[src/sv/wfde_pkg.sv]
`timescale 1ns / 1ps
`default_nettype none

package wfde_pkg;

  localparam int unsigned LED_COUNT_DEF = 16;
  localparam int unsigned BITS_PER_LED  = 24;
  localparam int unsigned COLOR_W       = 24;
  localparam int unsigned DUTY_W        = 16;
  localparam int unsigned BIT_IDX_W     = 5;

  localparam logic [DUTY_W-1:0] ONE_DUTY_RST  = 16'd60;
  localparam logic [DUTY_W-1:0] ZERO_DUTY_RST = 16'd30;

  typedef enum logic [1:0] {
    OP_WRITE = 2'd0,
    OP_START = 2'd1,
    OP_TICK  = 2'd2,
    OP_NONE  = 2'd3
  } op_e;

  typedef enum logic {
    REG_ONE_DUTY  = 1'b0,
    REG_ZERO_DUTY = 1'b1
  } reg_idx_e;

  // 0xRRGGBB -> wire order 0xGGRRBB
  function automatic logic [COLOR_W-1:0] wire_word(input logic [COLOR_W-1:0] rgb);
    return {rgb[15:8], rgb[23:16], rgb[7:0]};
  endfunction

endpackage

`default_nettype wire

[src/sv/wfde_ram.sv]
`timescale 1ns / 1ps
`default_nettype none

module wfde_ram #(
  parameter  int unsigned Width = 24,
  parameter  int unsigned Depth = 16,
  localparam int unsigned AddrW = (Depth > 1) ? $clog2(Depth) : 1
) (
  input  wire logic                     clk_i,
  input  wire logic                     we_i,
  input  wire logic [AddrW-1:0]         waddr_i,
  input  wire logic [Width-1:0]         wdata_i,
  input  wire logic [AddrW-1:0]         raddr_i,
  output logic      [Width-1:0]         rdata_o
);

  logic [Width-1:0] mem_q [Depth];

  always_ff @(posedge clk_i) begin
    if (we_i) begin
      mem_q[waddr_i] <= wdata_i;
    end
    rdata_o <= mem_q[raddr_i];
  end

endmodule

`default_nettype wire

[src/sv/ws2812_frame_duty_encoder_unit.sv]
`timescale 1ns / 1ps
`default_nettype none

// WS2812 frame duty encoder.
// Input channel (in_valid_i / in_stall_o) carries one op per beat: write an LED
// color, start a frame, or a PWM period tick. Only a tick during a frame makes
// an output beat (out_valid_o / out_stall_i): one compare value per color bit,
// LEDs in index order, each LED as G, R, B MSB first, then one closing beat
// with duty 0 and last set, which ends the frame.
// Config channel (cfg_valid_i / cfg_ready_o) sets the one and zero duties;
// ready is always high. Write it only while the block is idle.
// Throughput: one input beat per cycle while the output is not stalled. A tick's
// result is loaded into the output register as the beat is accepted. The color
// store has a registered read port whose address is the LED counter's next value,
// which is what lets every tick find its LED's color already read out.
// While the output register holds a beat and the receiver stalls, in_stall_o
// is high and nothing is accepted; the held beat does not change.
// Reset: all LED colors read as zero (per-entry valid bits), no frame pending
// or in flight, duties back to 60 and 30. No clearing pass is needed.

module ws2812_frame_duty_encoder_unit #(
  parameter int unsigned LED_COUNT = wfde_pkg::LED_COUNT_DEF
) (
  input  wire logic                          clk_i,
  input  wire logic                          rst_ni,

  input  wire logic                          cfg_valid_i,
  output logic                               cfg_ready_o,
  input  wire logic                          cfg_index_i,
  input  wire logic [wfde_pkg::DUTY_W-1:0]   cfg_data_i,

  input  wire logic                          in_valid_i,
  output logic                               in_stall_o,
  input  wire logic [1:0]                    op_i,
  input  wire logic [7:0]                    led_index_i,
  input  wire logic [wfde_pkg::COLOR_W-1:0]  color_i,

  output logic                               out_valid_o,
  input  wire logic                          out_stall_i,
  output logic      [wfde_pkg::DUTY_W-1:0]   duty_o,
  output logic                               last_o
);

  localparam int unsigned LedIdxW = (LED_COUNT > 1) ? $clog2(LED_COUNT) : 1;
  localparam int unsigned BitW    = wfde_pkg::BIT_IDX_W;
  localparam int unsigned DutyW   = wfde_pkg::DUTY_W;
  localparam int unsigned ColorW  = wfde_pkg::COLOR_W;

  logic [DutyW-1:0]     one_duty_q, zero_duty_q;
  logic                 changed_q, changed_d;
  logic                 sending_q, sending_d;
  logic                 closing_q, closing_d;
  logic [LedIdxW-1:0]   led_q, led_d;
  logic [BitW-1:0]      bit_q, bit_d;
  logic [LED_COUNT-1:0] led_vld_q;

  logic                 out_vld_q, out_vld_d;
  logic [DutyW-1:0]     duty_q, duty_d;
  logic                 last_q, last_d;

  logic                 accept;
  logic                 out_load;
  logic                 ram_we;
  logic [ColorW-1:0]    ram_rdata;
  logic [ColorW-1:0]    cur_color;
  logic [ColorW-1:0]    cur_word;
  logic                 cur_bit;
  logic                 idx_ok;
  logic                 last_bit, last_led;
  wfde_pkg::op_e        op;

  assign op          = wfde_pkg::op_e'(op_i);
  assign cfg_ready_o = 1'b1;
  assign out_load    = !out_vld_q || !out_stall_i;
  assign in_stall_o  = !out_load;
  assign accept      = in_valid_i && !in_stall_o;

  assign idx_ok   = {1'b0, led_index_i} < 9'(LED_COUNT);
  assign ram_we   = accept && (op == wfde_pkg::OP_WRITE) && idx_ok && !sending_q;
  assign last_bit = bit_q == BitW'(wfde_pkg::BITS_PER_LED - 1);
  assign last_led = led_q == LedIdxW'(LED_COUNT - 1);

  // Entries never written since reset read as off.
  assign cur_color = led_vld_q[led_q] ? ram_rdata : '0;
  assign cur_word  = wfde_pkg::wire_word(cur_color);
  assign cur_bit   = cur_word[BitW'(wfde_pkg::BITS_PER_LED - 1) - bit_q];

  always_comb begin
    changed_d = changed_q;
    sending_d = sending_q;
    closing_d = closing_q;
    led_d     = led_q;
    bit_d     = bit_q;
    out_vld_d = out_load ? 1'b0 : out_vld_q;
    duty_d    = duty_q;
    last_d    = last_q;
    if (accept) begin
      unique case (op)
        wfde_pkg::OP_WRITE: begin
          if (ram_we) begin
            changed_d = 1'b1;
          end
        end
        wfde_pkg::OP_START: begin
          if (changed_q && !sending_q) begin
            sending_d = 1'b1;
            changed_d = 1'b0;
            closing_d = 1'b0;
            led_d     = '0;
            bit_d     = '0;
          end
        end
        wfde_pkg::OP_TICK: begin
          if (sending_q) begin
            out_vld_d = 1'b1;
            if (closing_q) begin
              duty_d    = '0;
              last_d    = 1'b1;
              sending_d = 1'b0;
              closing_d = 1'b0;
              led_d     = '0;
              bit_d     = '0;
            end else begin
              duty_d = cur_bit ? one_duty_q : zero_duty_q;
              last_d = 1'b0;
              if (last_bit) begin
                bit_d = '0;
                if (last_led) begin
                  closing_d = 1'b1;
                end else begin
                  led_d = LedIdxW'(led_q + 1'b1);
                end
              end else begin
                bit_d = BitW'(bit_q + 1'b1);
              end
            end
          end
        end
        default: ;
      endcase
    end
  end

  always_ff @(posedge clk_i or negedge rst_ni) begin
    if (!rst_ni) begin
      one_duty_q  <= wfde_pkg::ONE_DUTY_RST;
      zero_duty_q <= wfde_pkg::ZERO_DUTY_RST;
      changed_q   <= 1'b0;
      sending_q   <= 1'b0;
      closing_q   <= 1'b0;
      led_q       <= '0;
      bit_q       <= '0;
      led_vld_q   <= '0;
      out_vld_q   <= 1'b0;
    end else begin
      if (cfg_valid_i && cfg_ready_o) begin
        unique case (wfde_pkg::reg_idx_e'(cfg_index_i))
          wfde_pkg::REG_ONE_DUTY:  one_duty_q  <= cfg_data_i;
          wfde_pkg::REG_ZERO_DUTY: zero_duty_q <= cfg_data_i;
          default: ;
        endcase
      end
      if (ram_we) begin
        led_vld_q[led_index_i[LedIdxW-1:0]] <= 1'b1;
      end
      changed_q <= changed_d;
      sending_q <= sending_d;
      closing_q <= closing_d;
      led_q     <= led_d;
      bit_q     <= bit_d;
      out_vld_q <= out_vld_d;
    end
  end

  always_ff @(posedge clk_i) begin
    duty_q <= duty_d;
    last_q <= last_d;
  end

  // Read address runs on the next LED index so the data lines up with led_q.
  wfde_ram #(
    .Width (ColorW),
    .Depth (LED_COUNT)
  ) u_color_ram (
    .clk_i   (clk_i),
    .we_i    (ram_we),
    .waddr_i (led_index_i[LedIdxW-1:0]),
    .wdata_i (color_i),
    .raddr_i (led_d),
    .rdata_o (ram_rdata)
  );

  assign out_valid_o = out_vld_q;
  assign duty_o      = duty_q;
  assign last_o      = last_q;

endmodule

`default_nettype wire
[config.mk]
export PLATFORM = sky130hd
export DESIGN_NAME = ws2812_frame_duty_encoder_unit
export DESIGN_NICKNAME = d
export VERILOG_FILES = /design/src/sv/wfde_pkg.sv /design/src/sv/wfde_ram.sv /design/src/sv/ws2812_frame_duty_encoder_unit.sv
export SDC_FILE = /design/constraint.sdc
export NUM_CORES = 1
export LEC_CHECK = 0
export BUFFER_PORTS_ARGS = -buffer_cell sky130_fd_sc_hd__buf_2
export CAP_MARGIN = 20
export CELL_PAD_IN_SITES_DETAIL_PLACEMENT = 1
export CELL_PAD_IN_SITES_GLOBAL_PLACEMENT = 2
export CORE_AREA = 2 2 257 259
export CTS_BUF_LIST = sky130_fd_sc_hd__clkbuf_4 sky130_fd_sc_hd__clkbuf_8 sky130_fd_sc_hd__clkbuf_16
export CTS_CLUSTER_SIZE = 10
export DETAILED_ROUTE_END_ITERATION = 10
export DIE_AREA = 0 0 259 261
export HOLD_SLACK_MARGIN = 0.1
export PLACE_DENSITY_LB_ADDON = 0.1
export SLEW_MARGIN = 20
export SYNTH_ARGS = -nofsm -noshare
export SYNTH_HDL_FRONTEND = slang
export SYNTH_SLANG_ARGS = --single-unit
[constraint.sdc]
create_clock -name clk_i -period 2.9 [get_ports clk_i]
set_input_delay 0.87 -clock clk_i [delete_from_list [all_inputs] [get_ports clk_i]]
set_output_delay 0.87 -clock clk_i [all_outputs]
set_load 0.05 [all_outputs]
==> summary.md, run 1 <==
| Metric | Value |
|---|---|
| Initial core utilization | 29.6% |
| Synth area leader | edfxtp_1 |
| Gr ovfl total | 0 |
| Core Area | between 0.06 and 0.07 mm^2 |
| Layout overhead on the synthesized area | 24.7% |
| H-Tree Depth | 2 |
| Outcome | complete, no violations |
| Worst reg2reg path depth | 12 |
| Clock transition at the registers of the reported paths | approximately 60 ps |
| DIE WIDTH | 259 um |
| Ranking of synthesized cells by area | edfxtp_1 (63%), dfrtp_1 (6.9%), nand2_1 (5.8%) |
| Kind of start point of the critical path | input port |
| Commonest cells in the netlist | edfxtp_1 (401), nand2_1 (297), and3_1 (93) |
| Die height | between 200 and 300 um |
| Num rows | 94 |
| Layout net count | around 1.6k |
| CP delay by family, top | buffers and inverters |
| R2r endpoint | u_color_ram.rdata_o[0] |
| Pre-CTS setup slack | -486 ps |
| CP dominant cell by count | buf_12 |
| Buffers added on ports | 74 |
| Num CTS Buffers | 59 |
| Async set or reset register ratio after synthesis | 12.6% |
| Critical path peak fanout | 30 |
| Peak supply drop | about 0.00043 V |
| Critical path required time | 3400 ps |
| Flops & latches, synth | just under 500 |
| Max_slew headroom | approximately 61% |
| GPL Wtd Cong | 0.739 |
| Pin count of the biggest net entering global routing | 35 |
| Vias/cell | roughly 4.8 |
| Synth Net Count | around 1.4k |
| Sink Count | 486 |
| Vias after detailed routing | 11.5k |
| GRT Total Usage | 17.0% |
| Crit path capture type | flip-flop |
| Post-synth top area share | 62.5% |
| Most common cell in the netlist | edfxtp_1 |
| Die ar. | around 0.068 mm^2 |
| CTS max path bufs | 3 |
| Layout cell share with drive strength beyond 1 | 27.9% |
| Routed WL | 56700 um |
| Crit path max-delay cell type | ha_1 |
| DRT Pass-1 Iters | 5 |
| Syn Std Cell Area | 0.0193 mm^2 |
| Number of global-route vias before repair | 12.4k |
| Initial DRC count | 643 |
| Hold path endpoint | led_vld_q[14] |
| Actual slew at the worst max-slew pin | 585 ps |
| Leakage | 0.00875 uW |
| CTS tree | built |
| Clk root buf | clkbuf_16 |
| PwrDens | around 640 mW/mm^2 |
| Period utilisation layout | between 90% and 100% |
| Register area share after synthesis | 73.0% |
| Launch point of the worst hold path | led_vld_q[14] |
| Post-Syn Area per Cell | between 10 and 15 um^2 |
| Synthesized instance count | 1317 |
| Minimum clock period | ~2700 ps |
| Final Util | 36.9% |
| Top FF cell, synth | edfxtp_1 |
| Drc violations | 0 |
| Max-cap violations | 0 |
| DP Area | 0.0221 mm^2 |
| Max incr delay on CP | 260 ps |
| Critical Path, Cell by Cell | buf_2 -> inv_1 -> ha_1 -> nand2b_1 -> a41oi_1 -> o31a_1 -> a31oi_4 -> buf_12 -> inv_8 -> buf_12 -> mux2i_1 -> mux2_2 -> o32ai_1 -> a221o_1 |
| R2R setup slack | 200 ps |
| Wire length per cell | around 23 um |
| Final setup viols | 0 |
| Reg2Reg Launch Point | bit_q[3] |
| DPL Wire Length | 34400 um |
| Post-synth EDFFs | 401 |
| Fmax | ~370 MHz |
| Clock Latency Late Sink | ~630 ps |
| Final worst slack | 196 ps |
| First-pass GRT wire length | around 84000 um |
| Antenna Cells | 0 |
| CP Depth | 14 |
| Yosys Warn Count | 0 |
| Antenna Nets Post-Route | 0 |
| Design Area, Final | between 0.02 and 0.025 mm^2 |
| RSZ-0062 raised after global routing | false |
| Buf/Inv on CP | 5 |
| Fin. max-slew vios | 0 |
| Hold path cells | 1 |
| Final Hold Vio Count | 0 |
| Initial antenna violation count | 0 |
| Worst Skew | 25.1 ps |
| CP Class | input port to flip-flop |
| Min-Delay Path Class | flip-flop to flip-flop |
| Netlist cell types | 49 |
| IO Count | 76 |
| Worst Path Arrival | 3200 ps |
==> report_power, final <==
| group | switching (uW) | internal [uW] |
|---|---|---|
| Combinational | 380 | 245 |
| Sequential | 47.8 | 7680 |
| Clock | 2830 | 4290 |
==> layout make-up <==
class | count | area [um^2]
multi-input cells | 745 | 4960
well taps | 864 | 1080
clock buffers | 94 | 1750
repair buffers | 208 | 1990
fillers | 6662 | 41000
clock inverters | 15 | 128
inverters | 11 | 48.8
flip-flops and latches | 486 | 14100
==> stage by stage <==
| step | hold slack (ps) | power [uW] | TNS (ps) | instances |
|---|---|---|---|---|
| 2_1_floorplan | 434 | 8170 | -13700 | 1317 |
| 5_1_grt | 467 | 16000 | 0 | 2423 |
| 3_5_place_dp | 453 | 8510 | -15020 | 2310 |
| 3_3_place_gp | 446 | 8490 | -14020 | 2310 |
| 4_1_cts | 446 | 15700 | 0 | 2420 |
| 6_report | 464 | 15500 | 0 | 2423 |
==> routing by layer <==
layer | wire length [um] | GRT usage [%]
met3 | 1800 | 2.35
met2 | 28000 | 29.2
met4 | 879 | 4.21
met1 | 26000 | 22.9
met5 | 0 | 0
==> worst max path at each step <==
stage	startpoint	end	slack (ps)
2_1_floorplan	led_index_i[7]	u_color_ram.mem_q[6][0]	-70
3_3_place_gp	op_i[0]	u_color_ram.rdata_o[2]	-470
3_5_place_dp	op_i[0]	u_color_ram.rdata_o[2]	-490
4_1_cts	bit_q[0]	u_color_ram.rdata_o[2]	50
5_1_grt	led_q[1]	u_color_ram.rdata_o[3]	10
6_report	op_i[0]	u_color_ram.rdata_o[1]	200
==> worst reg2reg max path, cell delays in order, from the launching register on <==
cell	delay, ps
dfrtp_1	380
inv_1	60
ha_1	200
nand3_2	190
nor2b_4	210
a21oi_1	80
o31a_2	450
inv_2	150
buf_4	200
buf_12	140
and3_1	170
o32ai_1	90
a221o_1	260
==> registers in the layout, indices dropped and copies added (netlist names) <==
name	cells
u_color_ram.rdata_o	24
zero_duty_q	16
duty_o	16
last_o	1
sending_q	1
closing_q	1
bit_q	5
out_valid_o	1
u_color_ram.mem_q	384
led_q	4
one_duty_q	16
led_vld_q	16
changed_q	1
==> kinds of logic after synthesis <==
logic type                 share of synthesized area (%)
buffers and inverters                               2.00
AOI/OAI and AO/OA                                   5.11
DFF                                                 73.0
adders and majority gates                          0.390
and+or+nand+nor                                     11.0
muxes                                               8.45
other                                             0.0195
==> layout by cell type, fill, tap and decap left out, types with 24 or more instances in the layout <==
| cell type | synthesis | layout |
|---|---|---|
| dfxtp_1 | 24 | 24 |
| clkbuf_16 | 0 | 59 |
| and3_1 | 93 | 93 |
| buf_12 | 0 | 48 |
| buf_2 | 38 | 74 |
| mux2i_1 | 68 | 68 |
| dfrtp_1 | 53 | 53 |
| a31oi_1 | 47 | 47 |
| edfxtp_1 | 401 | 401 |
| clkbuf_4 | 0 | 33 |
| nand2_1 | 297 | 297 |
| buf_4 | 2 | 83 |
| mux2_2 | 56 | 56 |
==> repair_timing <==
item | 4_1_cts | 5_1_grt
gates resized for setup | 0 | 4
endpoints found under the hold margin | 1 | 0
endpoints found under the setup margin | 0 | 16
buffers inserted | 0 | 3
hold buffers | 1 | 0
Note: power is estimated with default switching activity, not from simulation.
==> run 2: changes to the inputs <==
--- a/config.mk
+++ b/config.mk
@@ -17,4 +17,5 @@
 export HOLD_SLACK_MARGIN = 0.1
 export PLACE_DENSITY_LB_ADDON = 0.1
+export RECOVER_POWER = 25
 export SLEW_MARGIN = 20
 export SYNTH_ARGS = -nofsm -noshare
==> constraint.sdc (replaced) <==
create_clock -name clk_i -period 2.9 [get_ports clk_i]
set_input_delay 0.29 -clock clk_i [delete_from_list [all_inputs] [get_ports clk_i]]
set_output_delay 0.29 -clock clk_i [all_outputs]
set_load 0.05 [all_outputs]
==> summary.md, run 2 (synthesis gave the netlist of run 1 again) <==
| Metric | Value |
|---|---|
| Gr ovfl total | 0 (unchanged) |
| Layout cell share with drive strength beyond 1 | 24.3% (-3.6 points) |
| RSZ-0062 raised after global routing | true |
| CTS tree | built |
| Num CTS Buffers | 57 (-3.4%) |
| Commonest non-fill, non-tap cells in the layout | edfxtp_1 (401), nand2_1 (297), and3_1 (93) |
| Die ar. | 0.0676 mm^2 (unchanged) |
| Buffers added on ports | 74 (unchanged) |
| Pre-CTS setup slack | -126 ps (+360 ps) |
| CTS max path bufs | 3 (unchanged) |
| Antenna Nets Post-Route | 0 (unchanged) |
| Max incr delay on CP | 620 ps (+360 ps) |
| Min-Delay Path Class | input port to flip-flop |
| Largest register by flop count | u_color_ram.mem_q |
| Worst Path Arrival | 3080 ps (-120 ps) |
| Pwr Total | 15300 uW (-0.96%) |
| Routed WL | 56400 um (-0.51%) |
| Peak supply drop | 0.000433 V (+0.71%) |
| Core Area | 0.0650 mm^2 (unchanged) |
| DRT Pass-1 Iters | 5 (unchanged) |
| Most common cell after layout, fill and taps aside | edfxtp_1 |
| Kind of start point of the critical path | flip-flop |
| Max reg flops | 384 (unchanged) |
| Wire length per cell | 23.3 um (-0.43%) |
| CP dominant cell by count | mux4_2 |
| Initial DRC count | 736 (+14%) |
| Crit path max-delay cell type | mux4_2 |
| IO Count | 76 (unchanged) |
| GRT Total Usage | 16.8% (-0.29 points) |
| Clock Latency Late Sink | 600 ps (-30 ps) |
| Top Layer Used | met5 |
| CP delay by family, top | multiplexers |
| Max_slew headroom | 17.9% (-43 points) |
| Critical Path, Cell by Cell | buf_4 -> mux4_2 -> mux4_2 -> o211a_1 -> buf_12 -> mux2i_1 -> nor2_1 |
| Number of global-route vias before repair | 12.0k (-2.7%) |
| R2R setup slack | 160 ps (-40 ps) |
| Vias after detailed routing | 11.6k (+0.84%) |
| Vias/cell | 4.80 (+0.93%) |
| Sink Count | 486 (unchanged) |
| Routed wl met2 | 26700 um (-4.6%) |
| Crit path capture type | flip-flop |
| Layout net count | 1573 (unchanged) |
| DIE WIDTH | 259 um (unchanged) |
| PwrDens | 641 mW/mm^2 (-0.46%) |
| Period utilisation layout | 94.5% (+1.3 points) |
| Minimum clock period | 2740 ps (+37.7 ps) |
| Layout overhead on the synthesized area | 24.1% |
| Met1 Wirelength | 27200 um (+4.5%) |
| Pin count of the biggest net entering global routing | 49 (+40%) |
| Initial core utilization | 29.6% (unchanged) |
| Initial antenna violation count | 3 (+3) |
| GPL Wtd Cong | 0.703 (-4.9%) |
| Fmax | 365 MHz (-1.4%) |
| Worst Skew | 17.5 ps (-7.58 ps) |
| Critical path required time | 3240 ps (-160 ps) |
| Actual slew at the worst max-slew pin | 1230 ps (+646 ps) |
| Outcome | complete, no violations |
| Final worst slack | 159 ps (-37.7 ps) |
| Leakage | 0.00862 uW (-1.6%) |
| Final setup viols | 0 (unchanged) |
| Die height | 261 um (unchanged) |
| Final Hold Vio Count | 0 (unchanged) |
| First-pass GRT wire length | 82900 um (-1.2%) |
| Max-cap violations | 0 (unchanged) |
| Fin. max-slew vios | 0 (unchanged) |
| CP Class | flip-flop to flip-flop |
| H-Tree Depth | 2 (unchanged) |
| Top flop regs | u_color_ram.mem_q x384, u_color_ram.rdata_o x24 |
| Met3 WL | 1600 um (-11%) |
| Clock transition at the registers of the reported paths | 60 ps (about the same) |
| Critical path peak fanout | 16 (-47%) |
| DPL Wire Length | 32500 um (-5.6%) |
| Drc violations | 0 (unchanged) |
| Clk root buf | clkbuf_16 |
| Antenna Cells | 0 (unchanged) |
| Num rows | 94 (unchanged) |
| Buf/Inv on CP | 2 (-3) |
==> run 2: cell count changes in the layout (fill, tap and decap cells not counted), sizes merged <==
| cell | before | now |
|---|---|---|
| buf | 207 | 149 |
| bufinv | 2 | 0 |
| clkbuf | 94 | 117 |
| clkinv | 10 | 4 |
| dlygate4sd3 | 1 | 45 |
| inv | 14 | 11 |
==> run 2: per-stage QoR <==
stage / utilization [%] / hold WS [ps] / std cells / setup TNS, ps / instance area, um^2
3_5_place_dp: 33.2 / 293 / 2270 / -399 / 21600
2_1_floorplan: - / -5.59 / 1317 / -28460 / 19300
5_1_grt: 36.7 / 297 / 2421 / -31.6 / 23900
4_1_cts: 36.7 / 185 / 2420 / 0 / 23900
6_report: 36.7 / 233 / 2421 / 0 / 23900
3_3_place_gp: 33.2 / 295 / 2270 / -197 / 21600
==> run 2: metal layers <==
metal / vias to the layer above / global-route usage, %
met4: 2 / 3.63
li1: 5310 / -
met5: - / 0
met2: 148 / 27.5
met3: 75 / 2.35
met1: 6085 / 23.7
==> run 2: path summary, 6_finish.rpt <==
kind | start | endpoint | depth (start not counted)
max | bit_q[0] | duty_o[3] | 7
min | op_i[0] | sending_q | 4
max reg2reg | bit_q[0] | duty_o[3] | 7
min reg2reg | led_vld_q[2] | led_vld_q[2] | 1
max in group asynchronous | rst_ni | one_duty_q[3] | 3
min in group asynchronous | rst_ni | led_vld_q[1] | 2
==> run 2: where the power goes <==
| part | total, uW | switching (uW) | internal, uW |
|---|---|---|---|
| clock network | 6960 | 2790 | 4170 |
| logic | 638 | 375 | 263 |
| registers | 7730 | 46.5 | 7680 |
==> run 2: layout make-up <==
cell class	instances	area (um^2)
clock buffer	101	1800
clock inverter	4	30.0
fill	6659	41100
inverter	11	51.3
multi-input combinational	745	4960
sequential	486	14100
tap	864	1080
timing repair buffer	210	1910
==> run 2: repair_timing <==
| item | CTS | global route |
|---|---|---|
| hold endpoints to repair | 438 | 0 |
| resized for setup | 1 | 11 |
| pin swaps | 0 | 1 |
| setup buffers | 0 | 1 |
| hold buffers | 45 | 0 |
| setup endpoints to repair | 3 | 14 |
==> run 2: worst register-to-register path: stages (launching register included) <==
cell     delay [ps]
dfrtp_1         350
buf_4           290
mux4_2          630
mux4_2          530
o211a_1         270
buf_12          180
mux2i_1         170
nor2_1           50
==> run 3: changes to the inputs <==
Settings changed: CELL_PAD_IN_SITES_DETAIL_PLACEMENT 1 to unset, CELL_PAD_IN_SITES_GLOBAL_PLACEMENT 2 to unset, PLACE_DENSITY_LB_ADDON 0.1 to unset.
==> summary.md, run 3 (synthesis gave the netlist of run 1 again) <==
| Metric | Value |
|---|---|
| Switching share of total power | 20.0% (-0.89 points) |
| Routed WL | 46800 um (-17%) |
| CP Launch Point | led_q[1] |
| IO Count | 76 (unchanged) |
| Min-Delay Path Class | input port to flip-flop |
| CTS max path bufs | 3 (unchanged) |
| Max_slew headroom | 45.2% (+27 points) |
| Outcome | complete, no violations |
| Initial antenna violation count | 3 (unchanged) |
| Drc violations | 0 (unchanged) |
| Buf/Inv on CP | 2 (unchanged) |
| Period utilisation layout | 95.2% (+0.70 points) |
| Switch Pwr | 3030 uW (-5.6%) |
| DIE WIDTH | 259 um (unchanged) |
| PwrDens | 641 mW/mm^2 (about the same) |
| Initial DRC count | 996 (+35%) |
| Commonest non-fill, non-tap cells in the layout | edfxtp_1 (401), nand2_1 (297), and3_1 (93) |
| Dpl cells | 2252 (-0.79%) |
| Critical Path, Cell by Cell | ha_1 -> nand3_1 -> a41oi_2 -> o31a_1 -> a31oi_4 -> buf_12 -> buf_12 -> nand2_1 -> and3_1 -> o32ai_1 -> a221o_1 |
| Leakage | 0.00845 uW (-1.9%) |
| Sink Count | 486 (unchanged) |
| Core Area | 0.0650 mm^2 (unchanged) |
| Post-Layout Cell Count | 2399 (-0.91%) |
| Antenna Nets Post-Route | 0 (unchanged) |
| Fin. max-slew vios | 0 (unchanged) |
| Fmax | 362 MHz (-0.74%) |
| Crit path capture type | flip-flop |
| Worst Path Arrival | 3300 ps (+220 ps) |
| Logic pwr share | 4.1% (about the same) |
| Most common cell after layout, fill and taps aside | edfxtp_1 |
| Reg2Reg Launch Point | led_q[1] |
| Vias/cell | 4.79 (-0.24%) |
| H-Tree Depth | 2 (unchanged) |
| Num rows | 94 (unchanged) |
| Pin count of the biggest net entering global routing | 57 (+16%) |
| CP Class | flip-flop to flip-flop |
| Met3 Use GR | 2.39% (+0.039 points) |
| Crit path max-delay cell type | dfrtp_1 |
| Die ar. | 0.0676 mm^2 (unchanged) |
| CP dominant cell by count | buf_12 |
| Actual slew at the worst max-slew pin | 821 ps (-410 ps) |
| RSZ-0062 raised after global routing | false |
| Clock share of power | 44.8% (-0.6 points) |
| Top flop regs | u_color_ram.mem_q x384, u_color_ram.rdata_o x24 |
| Met2 Use GR | 21.8% (-5.7 points) |
| First-pass GRT wire length | 70400 um (-15%) |
| GRT Total Usage | 13.7% (-3.0 points) |
| Final setup viols | 0 (unchanged) |
| Largest register by flop count | u_color_ram.mem_q |
| Wire length per cell | 19.5 um (-16%) |
| Clk root buf | clkbuf_16 |
| Initial core utilization | 29.6% (unchanged) |
| Die height | 261 um (unchanged) |
| Seq pwr share | 51.2% (+0.8 points) |
| DPL Wire Length | 26700 um (-18%) |
| Peak supply drop | 0.000458 V (+5.8%) |
| Final Hold Vio Count | 0 (unchanged) |
| Grt peak-use layer | met2 |
| Grt met1 use | 18.9% (-4.8 points) |
| Critical path peak fanout | 56 (+40) |
| Max-cap violations | 0 (unchanged) |
| Number of global-route vias before repair | 11.5k (-4.4%) |
| Gr ovfl total | 0 (unchanged) |
| GPL Wtd Cong | 0.778 (+11%) |
| Layout cell share with drive strength beyond 1 | 23.3% (-1.1 points) |
| Clock Latency Late Sink | 590 ps (about the same) |
| Vias after detailed routing | 11.5k (-1.1%) |
| DRT Pass-1 Iters | 5 (unchanged) |
| Max incr delay on CP | 420 ps (-200 ps) |
| Worst Skew | 17.1 ps (-0.415 ps) |
| Pint | 12100 uW (-0.34%) |
| Critical path required time | 3440 ps (+200 ps) |
| Layout overhead on the synthesized area | 22.4% |
| Buffers added on ports | 74 (unchanged) |
| CTS tree | built |
| Clock transition at the registers of the reported paths | 60 ps (about the same) |
| TNS Setup | 0 ps (unchanged) |
| Launch point of the worst hold path | in_valid_i |
| CP delay by family, top | compound AO/OA/AOI/OAI gates |
| Max reg flops | 384 (unchanged) |
| Layout net count | 1549 (-1.5%) |
| Minimum clock period | 2760 ps (+20.4 ps) |
| Kind of start point of the critical path | flip-flop |
| Num CTS Buffers | 55 (-3.5%) |
run 3: per-stage QoR:
step	util [%]	worst slack (ps)	instance area [um^2]	total power, uW	hold WS [ps]
global placement	32.8	76.5	21300	8420	371
global route	36.2	19.0	23600	15600	220
CTS	36.2	45.3	23500	15200	101
finish	36.2	138	23600	15100	182
detailed placement	32.8	35.0	21300	8440	382
floorplan	-	-288	19300	8160	-5.59
run 3: power groups by stage:
stage	Clock [uW]	Combinational [uW]	Sequential (uW)
after floorplan	0	271	7890
after global placement	0	558	7860
after detailed placement	0	573	7870
after CTS	6900	623	7720
after global routing	7180	669	7730
final	6760	613	7730
run 3: cell type report:
type | count | area, um^2
well taps | 864 | 1080
inverters | 11 | 46.3
flip-flops and latches | 486 | 14100
clock inverters | 3 | 65.1
repair buffers | 188 | 1620
fillers | 6098 | 41500
diodes | 2 | 5.00
multi-input cells | 745 | 4950
clock buffers | 100 | 1740
run 3: worst register-to-register path, delay by kind of cell, from the launching register on:
| kind | cells | cell delay [ps] |
|---|---|---|
| AOI/OAI and AO/OA | 5 | 1160 |
| and+or+nand+nor | 3 | 500 |
| adders and majority gates | 1 | 240 |
| DFF | 1 | 420 |
| buffers and inverters | 2 | 390 |
run 3: path summary, 6_finish.rpt:
kind / end / slack [ps] / cells after the start
min reg2reg: led_vld_q[12] / 460 / 1
max reg2reg: u_color_ram.rdata_o[9] / 140 / 11
max in group asynchronous: zero_duty_q[3] / 1860 / 3
min: changed_q / 180 / 4
min in group asynchronous: one_duty_q[8] / 290 / 2
max: u_color_ram.rdata_o[9] / 140 / 11
run 3: timing repair:
action	4_1_cts	5_1_grt
setup buffers	0	1
hold endpoints to repair	412	0
resized for setup	0	5
hold buffers	41	0
setup endpoints to repair	0	16
run 3: metal layers:
metal | wire length (um) | share of wire (%) | vias to the layer above
met2 | 21600 | 46 | 339
met4 | 1360 | 2.9 | 2
li1 | - | - | 5255
met5 | 13 | 0.028 | -
met1 | 21100 | 45 | 5810
met3 | 2710 | 5.8 | 81
